`src/breakpoint_address_table_top_macros.svh`:
```
// ----------------------------------------------------------------------------
// breakpoint address table assertion macros
// shared assertion shorthands, clocked on clk with asynchronous reset arst_n
// ----------------------------------------------------------------------------
`ifndef BREAKPOINT_ADDRESS_TABLE_TOP_MACROS_SVH
`define BREAKPOINT_ADDRESS_TABLE_TOP_MACROS_SVH

// condition holds at every edge out of reset
`define BAT_ASSERT_ALWAYS(lbl, cond, msg) \
	lbl: assert property (@(posedge clk) disable iff (!arst_n) (cond)) else $error(msg);

// condition implies consequence on the next edge
`define BAT_ASSERT_NEXT(lbl, ante, cons, msg) \
	lbl: assert property (@(posedge clk) disable iff (!arst_n) (ante) |=> (cons)) \
		else $error(msg);

`endif

```
`src/bat_pkg.sv`:
```
// ----------------------------------------------------------------------------
// bat_pkg
// types, constants and control structs of the breakpoint address table
// ----------------------------------------------------------------------------
package bat_pkg;

	localparam int DEPTH_DEF      = 64;
	localparam int ADDR_WIDTH_DEF = 16;

	localparam int OP_W      = 2;
	localparam int IN_ADDR_W = 16;
	localparam int COUNT_W   = 7;
	localparam int S_TDATA_W = 24;
	localparam int M_TDATA_W = 16;

	typedef enum logic [OP_W-1:0] {
		OP_ADD    = 2'd0,
		OP_REMOVE = 2'd1,
		OP_QUERY  = 2'd2,
		OP_CLEAR  = 2'd3
	} op_t;

	typedef enum logic [2:0] {
		ST_IDLE,
		ST_SCAN,
		ST_DECIDE,
		ST_MOVE_WR,
		ST_RESP
	} state_t;

	typedef struct packed {
		logic accept;
		logic scan_step;
		logic append;
		logic clr;
		logic remove;
		logic move_wr;
		logic set_err;
		logic err_val;
		logic load_out;
	} cmd_t;

	typedef struct packed {
		op_t  op;
		logic scan_done;
		logic hit;
		logic full;
		logic out_free;
	} stat_t;

endpackage

```
`src/bat_ram.sv`:
```
// ----------------------------------------------------------------------------
// bat_ram
// generic single-write single-read ram with registered read data
// ----------------------------------------------------------------------------
module bat_ram #(
	parameter int WIDTH = bat_pkg::ADDR_WIDTH_DEF,
	parameter int DEPTH = bat_pkg::DEPTH_DEF
) (
	input  logic                                 clk,
	input  logic                                 we,
	input  logic [(DEPTH > 1 ? $clog2(DEPTH) : 1)-1:0] waddr,
	input  logic [WIDTH-1:0]                     wdata,
	input  logic [(DEPTH > 1 ? $clog2(DEPTH) : 1)-1:0] raddr,
	output logic [WIDTH-1:0]                     rdata
);

	logic [WIDTH-1:0] mem_q [DEPTH];

	always_ff @(posedge clk) begin
		if (we) begin
			mem_q[waddr] <= wdata;
		end
		rdata <= mem_q[raddr];
	end

endmodule

```
`src/bat_ctrl.sv`:
```
// ----------------------------------------------------------------------------
// bat_ctrl
// sequencer for accept, scan, update and response of one item
// ----------------------------------------------------------------------------
module bat_ctrl (
	input  logic           clk,
	input  logic           arst_n,
	input  logic           s_tvalid,
	output logic           s_tready,
	input  bat_pkg::stat_t stat,
	output bat_pkg::cmd_t  cmd
);

	bat_pkg::state_t state_q, state_d;

	always_ff @(posedge clk or negedge arst_n) begin
		if (!arst_n) begin
			state_q <= bat_pkg::ST_IDLE;
		end else begin
			state_q <= state_d;
		end
	end

	always_comb begin
		state_d = state_q;
		case (state_q)
			bat_pkg::ST_IDLE: begin
				if (s_tvalid) begin
					state_d = bat_pkg::ST_SCAN;
				end
			end
			bat_pkg::ST_SCAN: begin
				if (stat.op == bat_pkg::OP_CLEAR || stat.scan_done) begin
					state_d = bat_pkg::ST_DECIDE;
				end
			end
			bat_pkg::ST_DECIDE: begin
				if (stat.op == bat_pkg::OP_REMOVE && stat.hit) begin
					state_d = bat_pkg::ST_MOVE_WR;
				end else begin
					state_d = bat_pkg::ST_RESP;
				end
			end
			bat_pkg::ST_MOVE_WR: begin
				state_d = bat_pkg::ST_RESP;
			end
			bat_pkg::ST_RESP: begin
				if (stat.out_free) begin
					state_d = bat_pkg::ST_IDLE;
				end
			end
			default: begin
				state_d = bat_pkg::ST_IDLE;
			end
		endcase
	end

	always_comb begin
		cmd      = '0;
		s_tready = 1'b0;
		case (state_q)
			bat_pkg::ST_IDLE: begin
				s_tready   = 1'b1;
				cmd.accept = s_tvalid;
			end
			bat_pkg::ST_SCAN: begin
				cmd.scan_step = 1'b1;
			end
			bat_pkg::ST_DECIDE: begin
				cmd.set_err = 1'b1;
				case (stat.op)
					bat_pkg::OP_ADD: begin
						if (!stat.hit) begin
							if (stat.full) begin
								cmd.err_val = 1'b1;
							end else begin
								cmd.append = 1'b1;
							end
						end
					end
					bat_pkg::OP_REMOVE: begin
						if (stat.hit) begin
							cmd.remove = 1'b1;
						end else begin
							cmd.err_val = 1'b1;
						end
					end
					bat_pkg::OP_CLEAR: begin
						cmd.clr = 1'b1;
					end
					default: begin
						cmd.err_val = 1'b0;
					end
				endcase
			end
			bat_pkg::ST_MOVE_WR: begin
				cmd.move_wr = 1'b1;
			end
			bat_pkg::ST_RESP: begin
				cmd.load_out = stat.out_free;
			end
			default: begin
				cmd = '0;
			end
		endcase
	end

endmodule

```
`src/bat_datapath.sv`:
```
// ----------------------------------------------------------------------------
// bat_datapath
// entry ram, valid count, sequential match scan and output register
// ----------------------------------------------------------------------------
`include "breakpoint_address_table_top_macros.svh"

module bat_datapath #(
	parameter int DEPTH      = bat_pkg::DEPTH_DEF,
	parameter int ADDR_WIDTH = bat_pkg::ADDR_WIDTH_DEF
) (
	input  logic                            clk,
	input  logic                            arst_n,
	input  logic [bat_pkg::S_TDATA_W-1:0]   s_tdata,
	output logic                            m_tvalid,
	input  logic                            m_tready,
	output logic [bat_pkg::M_TDATA_W-1:0]   m_tdata,
	input  bat_pkg::cmd_t                   cmd,
	output bat_pkg::stat_t                  stat
);

	localparam int IDX_W = DEPTH > 1 ? $clog2(DEPTH) : 1;
	localparam int CNT_W = $clog2(DEPTH + 1);
	localparam logic [CNT_W-1:0] DEPTH_C = CNT_W'(DEPTH);

	bat_pkg::op_t          op_q;
	logic [ADDR_WIDTH-1:0] key_q;
	logic [CNT_W-1:0]      cnt_q;
	logic [CNT_W-1:0]      rd_ptr_q;
	logic [CNT_W-1:0]      last_idx;
	logic [IDX_W-1:0]      cmp_idx_q;
	logic                  cmp_vld_q;
	logic [IDX_W-1:0]      slot_q;
	logic                  hit_q;
	logic                  err_q;
	logic                  match;

	logic                  ram_we;
	logic [IDX_W-1:0]      ram_waddr;
	logic [ADDR_WIDTH-1:0] ram_wdata;
	logic [IDX_W-1:0]      ram_raddr;
	logic [ADDR_WIDTH-1:0] ram_rdata;

	logic                  out_vld_q;
	logic                  out_status_q;
	logic                  out_hit_q;
	logic [bat_pkg::COUNT_W-1:0] out_count_q;

	assign last_idx = cnt_q - 1'b1;
	assign match    = cmp_vld_q && (ram_rdata == key_q);

	always_comb begin
		ram_raddr = cmd.remove ? last_idx[IDX_W-1:0] : rd_ptr_q[IDX_W-1:0];
		ram_we    = cmd.append || cmd.move_wr;
		ram_waddr = cmd.move_wr ? slot_q : cnt_q[IDX_W-1:0];
		ram_wdata = cmd.move_wr ? ram_rdata : key_q;
	end

	bat_ram #(
		.WIDTH(ADDR_WIDTH),
		.DEPTH(DEPTH)
	) u_ram (
		.clk  (clk),
		.we   (ram_we),
		.waddr(ram_waddr),
		.wdata(ram_wdata),
		.raddr(ram_raddr),
		.rdata(ram_rdata)
	);

	always_ff @(posedge clk) begin
		if (cmd.accept) begin
			op_q  <= bat_pkg::op_t'(s_tdata[bat_pkg::OP_W-1:0]);
			key_q <= ADDR_WIDTH'(s_tdata[bat_pkg::OP_W +: bat_pkg::IN_ADDR_W]);
		end
		if (cmd.scan_step) begin
			cmp_idx_q <= rd_ptr_q[IDX_W-1:0];
		end
		if (match) begin
			slot_q <= cmp_idx_q;
		end
		if (cmd.set_err) begin
			err_q <= cmd.err_val;
		end
	end

	always_ff @(posedge clk or negedge arst_n) begin
		if (!arst_n) begin
			cnt_q     <= '0;
			rd_ptr_q  <= '0;
			cmp_vld_q <= 1'b0;
			hit_q     <= 1'b0;
		end else begin
			if (cmd.accept) begin
				rd_ptr_q  <= '0;
				cmp_vld_q <= 1'b0;
				hit_q     <= 1'b0;
			end else if (cmd.scan_step) begin
				if (rd_ptr_q < cnt_q) begin
					rd_ptr_q  <= rd_ptr_q + 1'b1;
					cmp_vld_q <= 1'b1;
				end else begin
					cmp_vld_q <= 1'b0;
				end
				if (match) begin
					hit_q <= 1'b1;
				end
			end
			if (cmd.clr) begin
				cnt_q <= '0;
			end else if (cmd.append) begin
				cnt_q <= cnt_q + 1'b1;
			end else if (cmd.remove) begin
				cnt_q <= last_idx;
			end
		end
	end

	always_ff @(posedge clk or negedge arst_n) begin
		if (!arst_n) begin
			out_vld_q <= 1'b0;
		end else if (cmd.load_out) begin
			out_vld_q <= 1'b1;
		end else if (m_tready) begin
			out_vld_q <= 1'b0;
		end
	end

	always_ff @(posedge clk) begin
		if (cmd.load_out) begin
			out_status_q <= err_q;
			out_hit_q    <= (op_q == bat_pkg::OP_QUERY) && hit_q;
			out_count_q  <= bat_pkg::COUNT_W'(cnt_q);
		end
	end

	always_comb begin
		stat.op        = op_q;
		stat.scan_done = match || (!cmp_vld_q && rd_ptr_q >= cnt_q);
		stat.hit       = hit_q;
		stat.full      = cnt_q == DEPTH_C;
		stat.out_free  = !out_vld_q || m_tready;
	end

	assign m_tvalid = out_vld_q;
	assign m_tdata  = bat_pkg::M_TDATA_W'({out_count_q, out_hit_q, out_status_q});

	`BAT_ASSERT_ALWAYS(a_cnt_range, cnt_q <= DEPTH_C, "entry count beyond table depth")
	`BAT_ASSERT_ALWAYS(a_append_room, !cmd.append || cnt_q < DEPTH_C, "append into a full table")
	`BAT_ASSERT_ALWAYS(a_remove_hit, !cmd.remove || (hit_q && cnt_q != '0), "remove without a match")
	`BAT_ASSERT_NEXT(a_load_valid, cmd.load_out, out_vld_q, "loaded result not presented")

endmodule

```
`src/breakpoint_address_table_top.sv`:
```
// ----------------------------------------------------------------------------
// breakpoint_address_table_top
// breakpoint word address table with add, remove, query and clear
// ----------------------------------------------------------------------------
// channel  dir  handshake          payload
// s_*      in   s_tvalid/s_tready  tdata[1:0] operation, [17:2] address
// m_*      out  m_tvalid/m_tready  tdata[0] status, [1] hit, [8:2] count
//
// one item at a time; after accept the item passes the scan, decide and response steps,
// the scan ending on the first match or once all valid entries are read
// a remove that hits adds a move step; clear and an empty table compare no entry
// the match scan reads one ram entry per cycle through the registered port
// reset empties the table at once; ram contents stay undefined until written
// a stalled result waits in the output register and stalls the next item at its response step
// ----------------------------------------------------------------------------
module breakpoint_address_table_top #(
	parameter int DEPTH      = bat_pkg::DEPTH_DEF,
	parameter int ADDR_WIDTH = bat_pkg::ADDR_WIDTH_DEF
) (
	input  logic                          clk,
	input  logic                          arst_n,
	input  logic                          s_tvalid,
	output logic                          s_tready,
	input  logic [bat_pkg::S_TDATA_W-1:0] s_tdata,  // operation, address
	output logic                          m_tvalid,
	input  logic                          m_tready,
	output logic [bat_pkg::M_TDATA_W-1:0] m_tdata   // status, hit, count
);

	bat_pkg::cmd_t  cmd;
	bat_pkg::stat_t stat;

	bat_ctrl u_ctrl (
		.clk     (clk),
		.arst_n  (arst_n),
		.s_tvalid(s_tvalid),
		.s_tready(s_tready),
		.stat    (stat),
		.cmd     (cmd)
	);

	bat_datapath #(
		.DEPTH     (DEPTH),
		.ADDR_WIDTH(ADDR_WIDTH)
	) u_datapath (
		.clk     (clk),
		.arst_n  (arst_n),
		.s_tdata (s_tdata),
		.m_tvalid(m_tvalid),
		.m_tready(m_tready),
		.m_tdata (m_tdata),
		.cmd     (cmd),
		.stat    (stat)
	);

endmodule
```
`config.mk`:
```
export PLATFORM = sky130hd
export DESIGN_NAME = breakpoint_address_table_top
export DESIGN_NICKNAME = d
export VERILOG_FILES = /design/src/bat_pkg.sv /design/src/bat_ram.sv /design/src/bat_ctrl.sv /design/src/bat_datapath.sv /design/src/breakpoint_address_table_top.sv
export VERILOG_INCLUDE_DIRS = /design/src /design/src/src
export SDC_FILE = /design/constraint.sdc
export NUM_CORES = 1
export LEC_CHECK = 0
export BUFFER_PORTS_ARGS = -buffer_cell sky130_fd_sc_hd__buf_2
export CAP_MARGIN = 20
export CORE_MARGIN = 2
export CORE_UTILIZATION = 54
export CTS_CLUSTER_SIZE = 24
export DETAILED_ROUTE_END_ITERATION = 8
export GPL_TIMING_DRIVEN = 0
export PLACE_DENSITY = 0.69
export SLEW_MARGIN = 20
export SYNTH_ARGS = -nofsm -noshare
export SYNTH_HDL_FRONTEND = slang
export SYNTH_HIERARCHICAL = 1
export SYNTH_SLANG_ARGS = --single-unit
```
`constraint.sdc`:
```
create_clock -name clk -period 4.3 [get_ports clk]
set_input_delay 0 -clock clk [delete_from_list [all_inputs] [get_ports clk]]
set_output_delay 0 -clock clk [all_outputs]
set_load 0.02 [all_outputs]
```
==> results of run 1 <==
==> power by group through the flow <==
stage / Sequential [mW] / Clock [mW] / Combinational (mW)
2_1_floorplan: 13.2 / 0 / 3.69
3_3_place_gp: 13.3 / 0 / 5.62
3_5_place_dp: 13.3 / 0 / 5.88
4_1_cts: 13.0 / 9.47 / 5.96
5_1_grt: 13.1 / 9.90 / 6.38
6_report: 13.1 / 9.34 / 6.08
==> path summary, 6_finish.rpt <==
kind	startpoint	to	slack (ns)
worst min-delay path	s_tdata[12]	u_datapath/key_q[10]$_DFFE_PP_	0.05
min in group asynchronous	arst_n	u_datapath/m_tvalid$_DFFE_PN0P_	0.53
max in group asynchronous	arst_n	u_datapath/cnt_q[2]$_DFFE_PN0P_	3.20
worst max register to register	u_ctrl/state_q[1]$_DFFE_PN0P_	u_datapath/u_ram/mem_q[11][6]$_DFFE_PP_	-0.11
worst max-delay path	u_ctrl/state_q[1]$_DFFE_PN0P_	u_datapath/u_ram/mem_q[11][6]$_DFFE_PP_	-0.11
worst min register to register	u_datapath/cmp_idx_q[5]$_DFFE_PP_	u_datapath/slot_q[5]$_DFFE_PP_	0.42
==> kinds of logic (layout without fill, tap and decap cells) <==
family | count (synthesis) | after routing
other | 1 | 9
XOR/XNOR | 25 | 25
flip-flops | 1100 | 1100
AO/OA/AOI/OAI | 176 | 176
adder cells (fa/ha/maj) | 11 | 11
AND/OR/NAND/NOR | 310 | 310
buffers and inverters | 135 | 462
multiplexers | 355 | 355
==> area by class of cell <==
class	count	area, um^2
flip-flops and latches	1100	32770
fillers	5274	29180
multi-input cells	884	10150
clock buffers	139	3008
well taps	1050	1314
repair buffers	122	1246
plain buffers	121	874.6
clock inverters	67	536.8
inverters	13	48.80
diodes	2	5.005
==> sequential cells by signal, summed over array words and instances (netlist names), 2 cells and up <==
name / count
u_datapath/op_q: 2
u_datapath/key_q: 16
u_datapath/u_ram/rdata: 16
u_datapath/rd_ptr_q: 7
u_datapath/u_ram/mem_q: 1024
u_datapath/cnt_q: 7
u_ctrl/state_q: 3
u_datapath/cmp_idx_q: 6
u_datapath/out_count_q: 7
u_datapath/slot_q: 6
==> cell usage in the layout, fill, tap and decap left out, types with 39 or more instances in the layout <==
master | Yosys | layout
nor2_2 | 2 | 42
clkbuf_1 | 31 | 44
buf_2 | 36 | 59
mux4_2 | 220 | 220
clkbuf_16 | 0 | 115
buf_6 | 18 | 54
a22oi_1 | 39 | 39
nand2_1 | 74 | 72
edfxtp_1 | 1064 | 1064
mux2i_1 | 85 | 79
==> worst max-delay path: stages (launching register included) <==
cell and delay [ns]:
dfrtp_1 0.42, nor2b_1 0.15, and2_1 0.18, clkbuf_2 0.27, clkbuf_1 0.26, o21ai_0 0.42
clkbuf_1 0.46, nor2b_1 0.29, nand3_1 0.71, nor2_2 0.70, buf_8 0.24
==> per-layer routing <==
layer  wire length [um]  GRT usage [%]  share of wire [%]
met1              41670          37.56                 38
met2              52760          42.59                 48
met3              10450          5.079                9.6
met4               4260          10.59                3.9
met5                  0              0                  0
==> what timing repair did <==
item | in CTS | in global routing
pin swaps | 2 | 2
hold buffers | 21 | 0
gates resized for setup | 28 | 44
setup endpoints to repair | 398 | 359
buffers inserted | 4 | 2
hold endpoints to repair | 40 | 0
==> metrics by stage <==
| step | setup WS (ns) | util (%) | power, mW |
|---|---|---|---|
| floorplan | 0.8097 | - | 16.90 |
| CTS | 0.01609 | 62.84 | 28.48 |
| detailed placement | -0.6803 | 57.90 | 19.14 |
| finish | -0.1112 | 63.13 | 28.48 |
| global placement | -0.8747 | 56.60 | 18.90 |
| global route | -0.1972 | 63.12 | 29.36 |
==> impl_metrics.yaml, run 1 <==
synthesis:
  synth_fa_ha_area_share_pct: 0.3179
  netlist_area_um2: 43290
  syn_area_per_cell_um2: 20.49
  synth_most_common_cell: "edfxtp_1"
  muxShareOfSynthArea_pct: 14.85
  yosysTopAreaCell: "edfxtp_1"
  ys_warn_count: 6
  yosys.area_share.simple_pct: 3.567
  synth.area.top_cells: "edfxtp_1 74%, mux4_2 11%, mux2i_1 2.0%, mux2_2 1.2%, dfrtp_1 1.2%"
  synth_top_family_by_area: "multiplexers"
  netlist.area_leader.share_pct: 73.81
  synth_edf_count: 1064
  synth-seq-cells: 1100
  ys.flop_type: "edfxtp_1"
  synthArstFlopShare_pct: 1.818
  synthXorXnorAreaFrac_pct: 0.5058
  syn_inst: 2113
  synth_compound_area_share_pct: 2.983
  seq_area_frac_synth_pct: 75.70
  synth.distinct_cells: 70
  ys_top_cells_by_count: "1,064 x edfxtp_1, 220 x mux4_2, 96 x nor2_1"
floorplan:
  fp.dieArea_um2: 82450
  die_w_um: 287.1
  core_um2: 79130
  fp-row-count: 103
  initial_utilization_pct: 54.71
  fp.dieH_um: 287.1
  ios: 46
clocking:
  clkSinkCount: 1100
  ctsHtreeMaxLevel: 3
  numCtsBuffers: 110
  cts_tree: "yes"
  clockBufferDepth: 3
  cts_root_buf: "clkbuf_16"
  cts.clk_slew.worst_paths_ns: 0.06
  clk_latency_ns: 0.68
setup_path:
  start_kind: "flop"
  crit_fanout: 11
  worstPathRequired_ns: 4.68
  worstSetupPathType: "flop to flop"
  critical_path.endpoint_type: "flop"
  arrival_ns: 4.79
  reg2reg_depth: 10
power:
  p_sw_mw: 8.016
  p_per_area_nw_per_um2: 570.1
  power.internal_mw: 20.46
  p_leak_nw: 15.68
  ir_drop_mv: 0.4344
  combinationalPowerShare_pct: 21.4
  sw_frac_of_total_pct: 28.15
  pwr-share-clk_pct: 32.8
  p_seq_share_pct: 45.8
final_layout:
  synthToLayoutAreaGrowth_pct: 15.39
  fin_cells: 3498
  stdcell_area_um2: 49950
  drive_gt1_share_pct: 29.89
  final_nets: 2391
placed_design:
  dpl_cell_area_um2: 45810
  dp.cells: 3264
  gp_congestion: 0.9237
  io_buffers: 32
  dpl.hpwl_mm: 70.52
grt:
  gr-usage-all-layers_pct: 26.91
  grt_max_degree: 65
  grt_pass1_wl_mm: 156.7
  grt_overflow: 0
  grt_pass1_vias: 22230
  antenna_found_initial: 4
sta:
  slew_violations: 0
  clock_skew_ns: 0.02114
  tightest_slew_ns: 0.9974
  rsz0062_at_grt: "yes"
  hold_ws_ns: 0.05100
  hold_viol: 0
  fmax_mhz: 226.7
  relSlewSlack_pct: 33.50
  setup_viol: 33
  worst_slack_ns: -0.1112
  fin_tns_setup_ns: -2.285
  period_needed_ns: 4.411
  period_share_pct: 102.6
routing:
  routedWlPerCell_um: 31.20
  firstDrtPassIters: 5
  totalWireLength_mm: 109.1
  drt_iter0_drc: 2800
  final_antenna_net_count: 0
  vias_per_cell: 6.429
  vias: 22490
  drc: 0
status:
  violations: "negative setup slack"
  status: "complete, but fails checks"
job:
  drv_cap: 0
worst_hold_path:
  min_path_cells: 2
  min_path_type: "input pin to flop"
(Power assumes the default switching activity.)
==> inputs of run 2 (changes only) <==
--- a/config.mk
+++ b/config.mk
@@ -8,12 +8,15 @@
 export LEC_CHECK = 0
 export BUFFER_PORTS_ARGS = -buffer_cell sky130_fd_sc_hd__buf_2
 export CAP_MARGIN = 20
+export CELL_PAD_IN_SITES_DETAIL_PLACEMENT = 2
+export CELL_PAD_IN_SITES_GLOBAL_PLACEMENT = 2
 export CORE_MARGIN = 2
-export CORE_UTILIZATION = 54
+export CORE_UTILIZATION = 50
 export CTS_CLUSTER_SIZE = 24
 export DETAILED_ROUTE_END_ITERATION = 8
 export GPL_TIMING_DRIVEN = 0
-export PLACE_DENSITY = 0.69
+export PLACE_DENSITY = 0.78
+export REMOVE_ABC_BUFFERS = 1
 export SLEW_MARGIN = 20
 export SYNTH_ARGS = -nofsm -noshare
 export SYNTH_HDL_FRONTEND = slang
==> run 2 against run 1 <==
Effect of this change: the run still ends with negative setup slack left; clock skew is 0.013 ns higher; sequential share of layout area is 1.5 points lower; die area is 7.9% higher; final cell count is 1.9% higher; sequential power hardly changed; fmax is 3.2% lower.
==> impl_metrics.yaml, run 2 (synthesis results as in run 1) <==
grt:
  grt_pass1_vias: 26000
  grt_max_degree: 65
  grt_pass1_wl_mm: 223.8
  grt_overflow: 0
  antenna_found_initial: 18
  gr-usage-all-layers_pct: 36.57
floorplan:
  fp-row-count: 107
  fp.dieH_um: 298.2
  fp.dieArea_um2: 88950
  initial_utilization_pct: 50.60
  core_um2: 85550
  die_w_um: 298.2
  ios: 46
clocking:
  clk_latency_ns: 0.72
  numCtsBuffers: 113
  cts_root_buf: "clkbuf_16"
  clockBufferDepth: 3
  cts.clk_slew.worst_paths_ns: 0.07
  cts_tree: "yes"
  ctsHtreeMaxLevel: 3
  clkSinkCount: 1100
setup_path:
  start_kind: "flop"
  critical_path.endpoint_type: "flop"
  crit_family: "simple AND/OR/NAND/NOR gates"
  arrival_ns: 4.96
  cpMaxStageDelayCell: "nor2_2"
  worstSetupPathType: "flop to flop"
  worstReg2RegEnd: "u_datapath/u_ram/mem_q[30][14]$_DFFE_PP_"
  crit_end: "u_datapath/u_ram/mem_q[30][14]$_DFFE_PP_"
  max_stage_delay_ns: 0.77
  r2r_start: "u_datapath/cnt_q[1]$_DFFE_PN0P_"
  critPathLaunch: "u_datapath/cnt_q[1]$_DFFE_PN0P_"
  crit_top_cell: "nor2_1"
  path_depth: 11
  path_cells: "inv_1 > ha_1 > nand2_1 > nor2_1 > nor2_1 > nor4b_4 > or2_2 > nor2b_1 > nand3_1 > nor2_2 > buf_8"
  crit_fanout: 10
  cp.buffers_inverters: 2
  worstPathRequired_ns: 4.70
  reg2reg_depth: 11
  r2r_slack_ns: -0.26
sta:
  tightest_slew_ns: 1.289
  hold_ws_ns: 0.02577
  relSlewSlack_pct: 13.50
  slew_violations: 0
  setup_viol: 300
  period_share_pct: 106.0
  rsz0062_at_grt: "yes"
  hold_viol: 0
  clock_skew_ns: 0.03442
  fmax_mhz: 219.3
  worst_slack_ns: -0.2592
  fin_tns_setup_ns: -27.47
  period_needed_ns: 4.559
final_layout:
  fin_cells: 3563
  layout_commonest_cell: "edfxtp_1"
  drive_gt1_share_pct: 30.60
  synthToLayoutAreaGrowth_pct: 18.13
  top_register: "u_datapath/u_ram/mem_q"
  final_nets: 2353
  largest_reg_flops: 1024
  final_cell_mix: "1,064 x edfxtp_1, 220 x mux4_2, 114 x clkbuf_16"
  final_util_pct: 59.78
  top_regs: "u_datapath/u_ram/mem_q (1024), u_datapath/key_q (16), u_datapath/u_ram/rdata (16)"
power:
  ir_drop_mv: 0.5030
  p_per_area_nw_per_um2: 603.8
  p_leak_nw: 15.93
placed_design:
  dp.cells: 3289
  dpl.hpwl_mm: 87.69
  gp_congestion: 0.7946
  io_buffers: 32
  pre_cts_ws_ns: -1.258
routing:
  vias: 24790
  drt_iter0_drc: 3309
  final_antenna_net_count: 0
  routedWlPerCell_um: 45.69
  totalWireLength_mm: 162.8
  vias_per_cell: 6.957
  firstDrtPassIters: 5
  drc: 0
worst_hold_path:
  hold_start: "s_tdata[15]"
  min_path_type: "input pin to flop"
job:
  drv_cap: 0
status:
  violations: "negative setup slack"
  status: "complete, but fails checks"
[run 2: cell types whose count changed in the layout (fill, tap and decap cells not counted), moves of 7 or more]
cell,change
buf_6,-21
a22oi_2,+7
buf_2,-27
nor2_4,+7
a22oi_1,-7
clkinv_1,-8
clkbuf_2,-7
buf_16,+45
clkbuf_1,-15
bufinv_16,+7
buf_4,-7
[run 2: worst min-delay path by stage]
stage / slack, ns / endpoint / cells past startpoint
finish: 0.03 / u_datapath/key_q[13]$_DFFE_PP_ / 2
global route: 0.02 / u_datapath/key_q[13]$_DFFE_PP_ / 2
CTS: 0.003 / u_datapath/key_q[13]$_DFFE_PP_ / 2
detailed placement: 0.04 / u_ctrl/state_q[2]$_DFFE_PN0P_ / 1
global placement: -0.0008 / u_datapath/m_tvalid$_DFFE_PN0P_ / 1
floorplan: -0.30 / u_ctrl/state_q[0]$_DFFE_PN0P_ / 0
[run 2: timing repair]
action,CTS,global route
pin swaps,2,12
hold buffers,24,0
hold endpoints to repair,48,0
buffers inserted,11,19
setup endpoints to repair,1040,635
resized for setup,20,37
[run 2: routing by layer]
metal / track usage [%] / part of all wire, % / wire [um]
met1: 45.84 / 36 / 58580
met2: 63.45 / 51 / 83530
met3: 5.914 / 7.7 / 12550
met4: 15.35 / 5.0 / 8064
met5: 0 / 0.056 / 91
[run 2: layout make-up]
type | instances | area (um^2)
clock buffers | 146 | 2992
diodes | 7 | 17.52
well taps | 1144 | 1431
multi-input cells | 884 | 10260
flip-flops and latches | 1100 | 32780
fillers | 6626 | 34410
inverters | 13 | 48.80
clock inverters | 67 | 734.5
repair buffers | 202 | 2884
[run 2: metrics by stage]
step | cell area, um^2 | power, mW
3_5_place_dp | 46580 | 19.81
6_report | 51140 | 30.88
5_1_grt | 51130 | 31.40
2_1_floorplan | 42470 | 16.71
3_3_place_gp | 44060 | 17.53
4_1_cts | 50750 | 30.35
[run 2: report_power, final]
group | leakage (nW) | total [mW] | switching, mW | internal, mW
registers | 9.98 | 13.2 | 0.293 | 12.9
clock network | 1.82 | 10.5 | 4.68 | 5.82
logic | 4.13 | 7.21 | 4.62 | 2.59
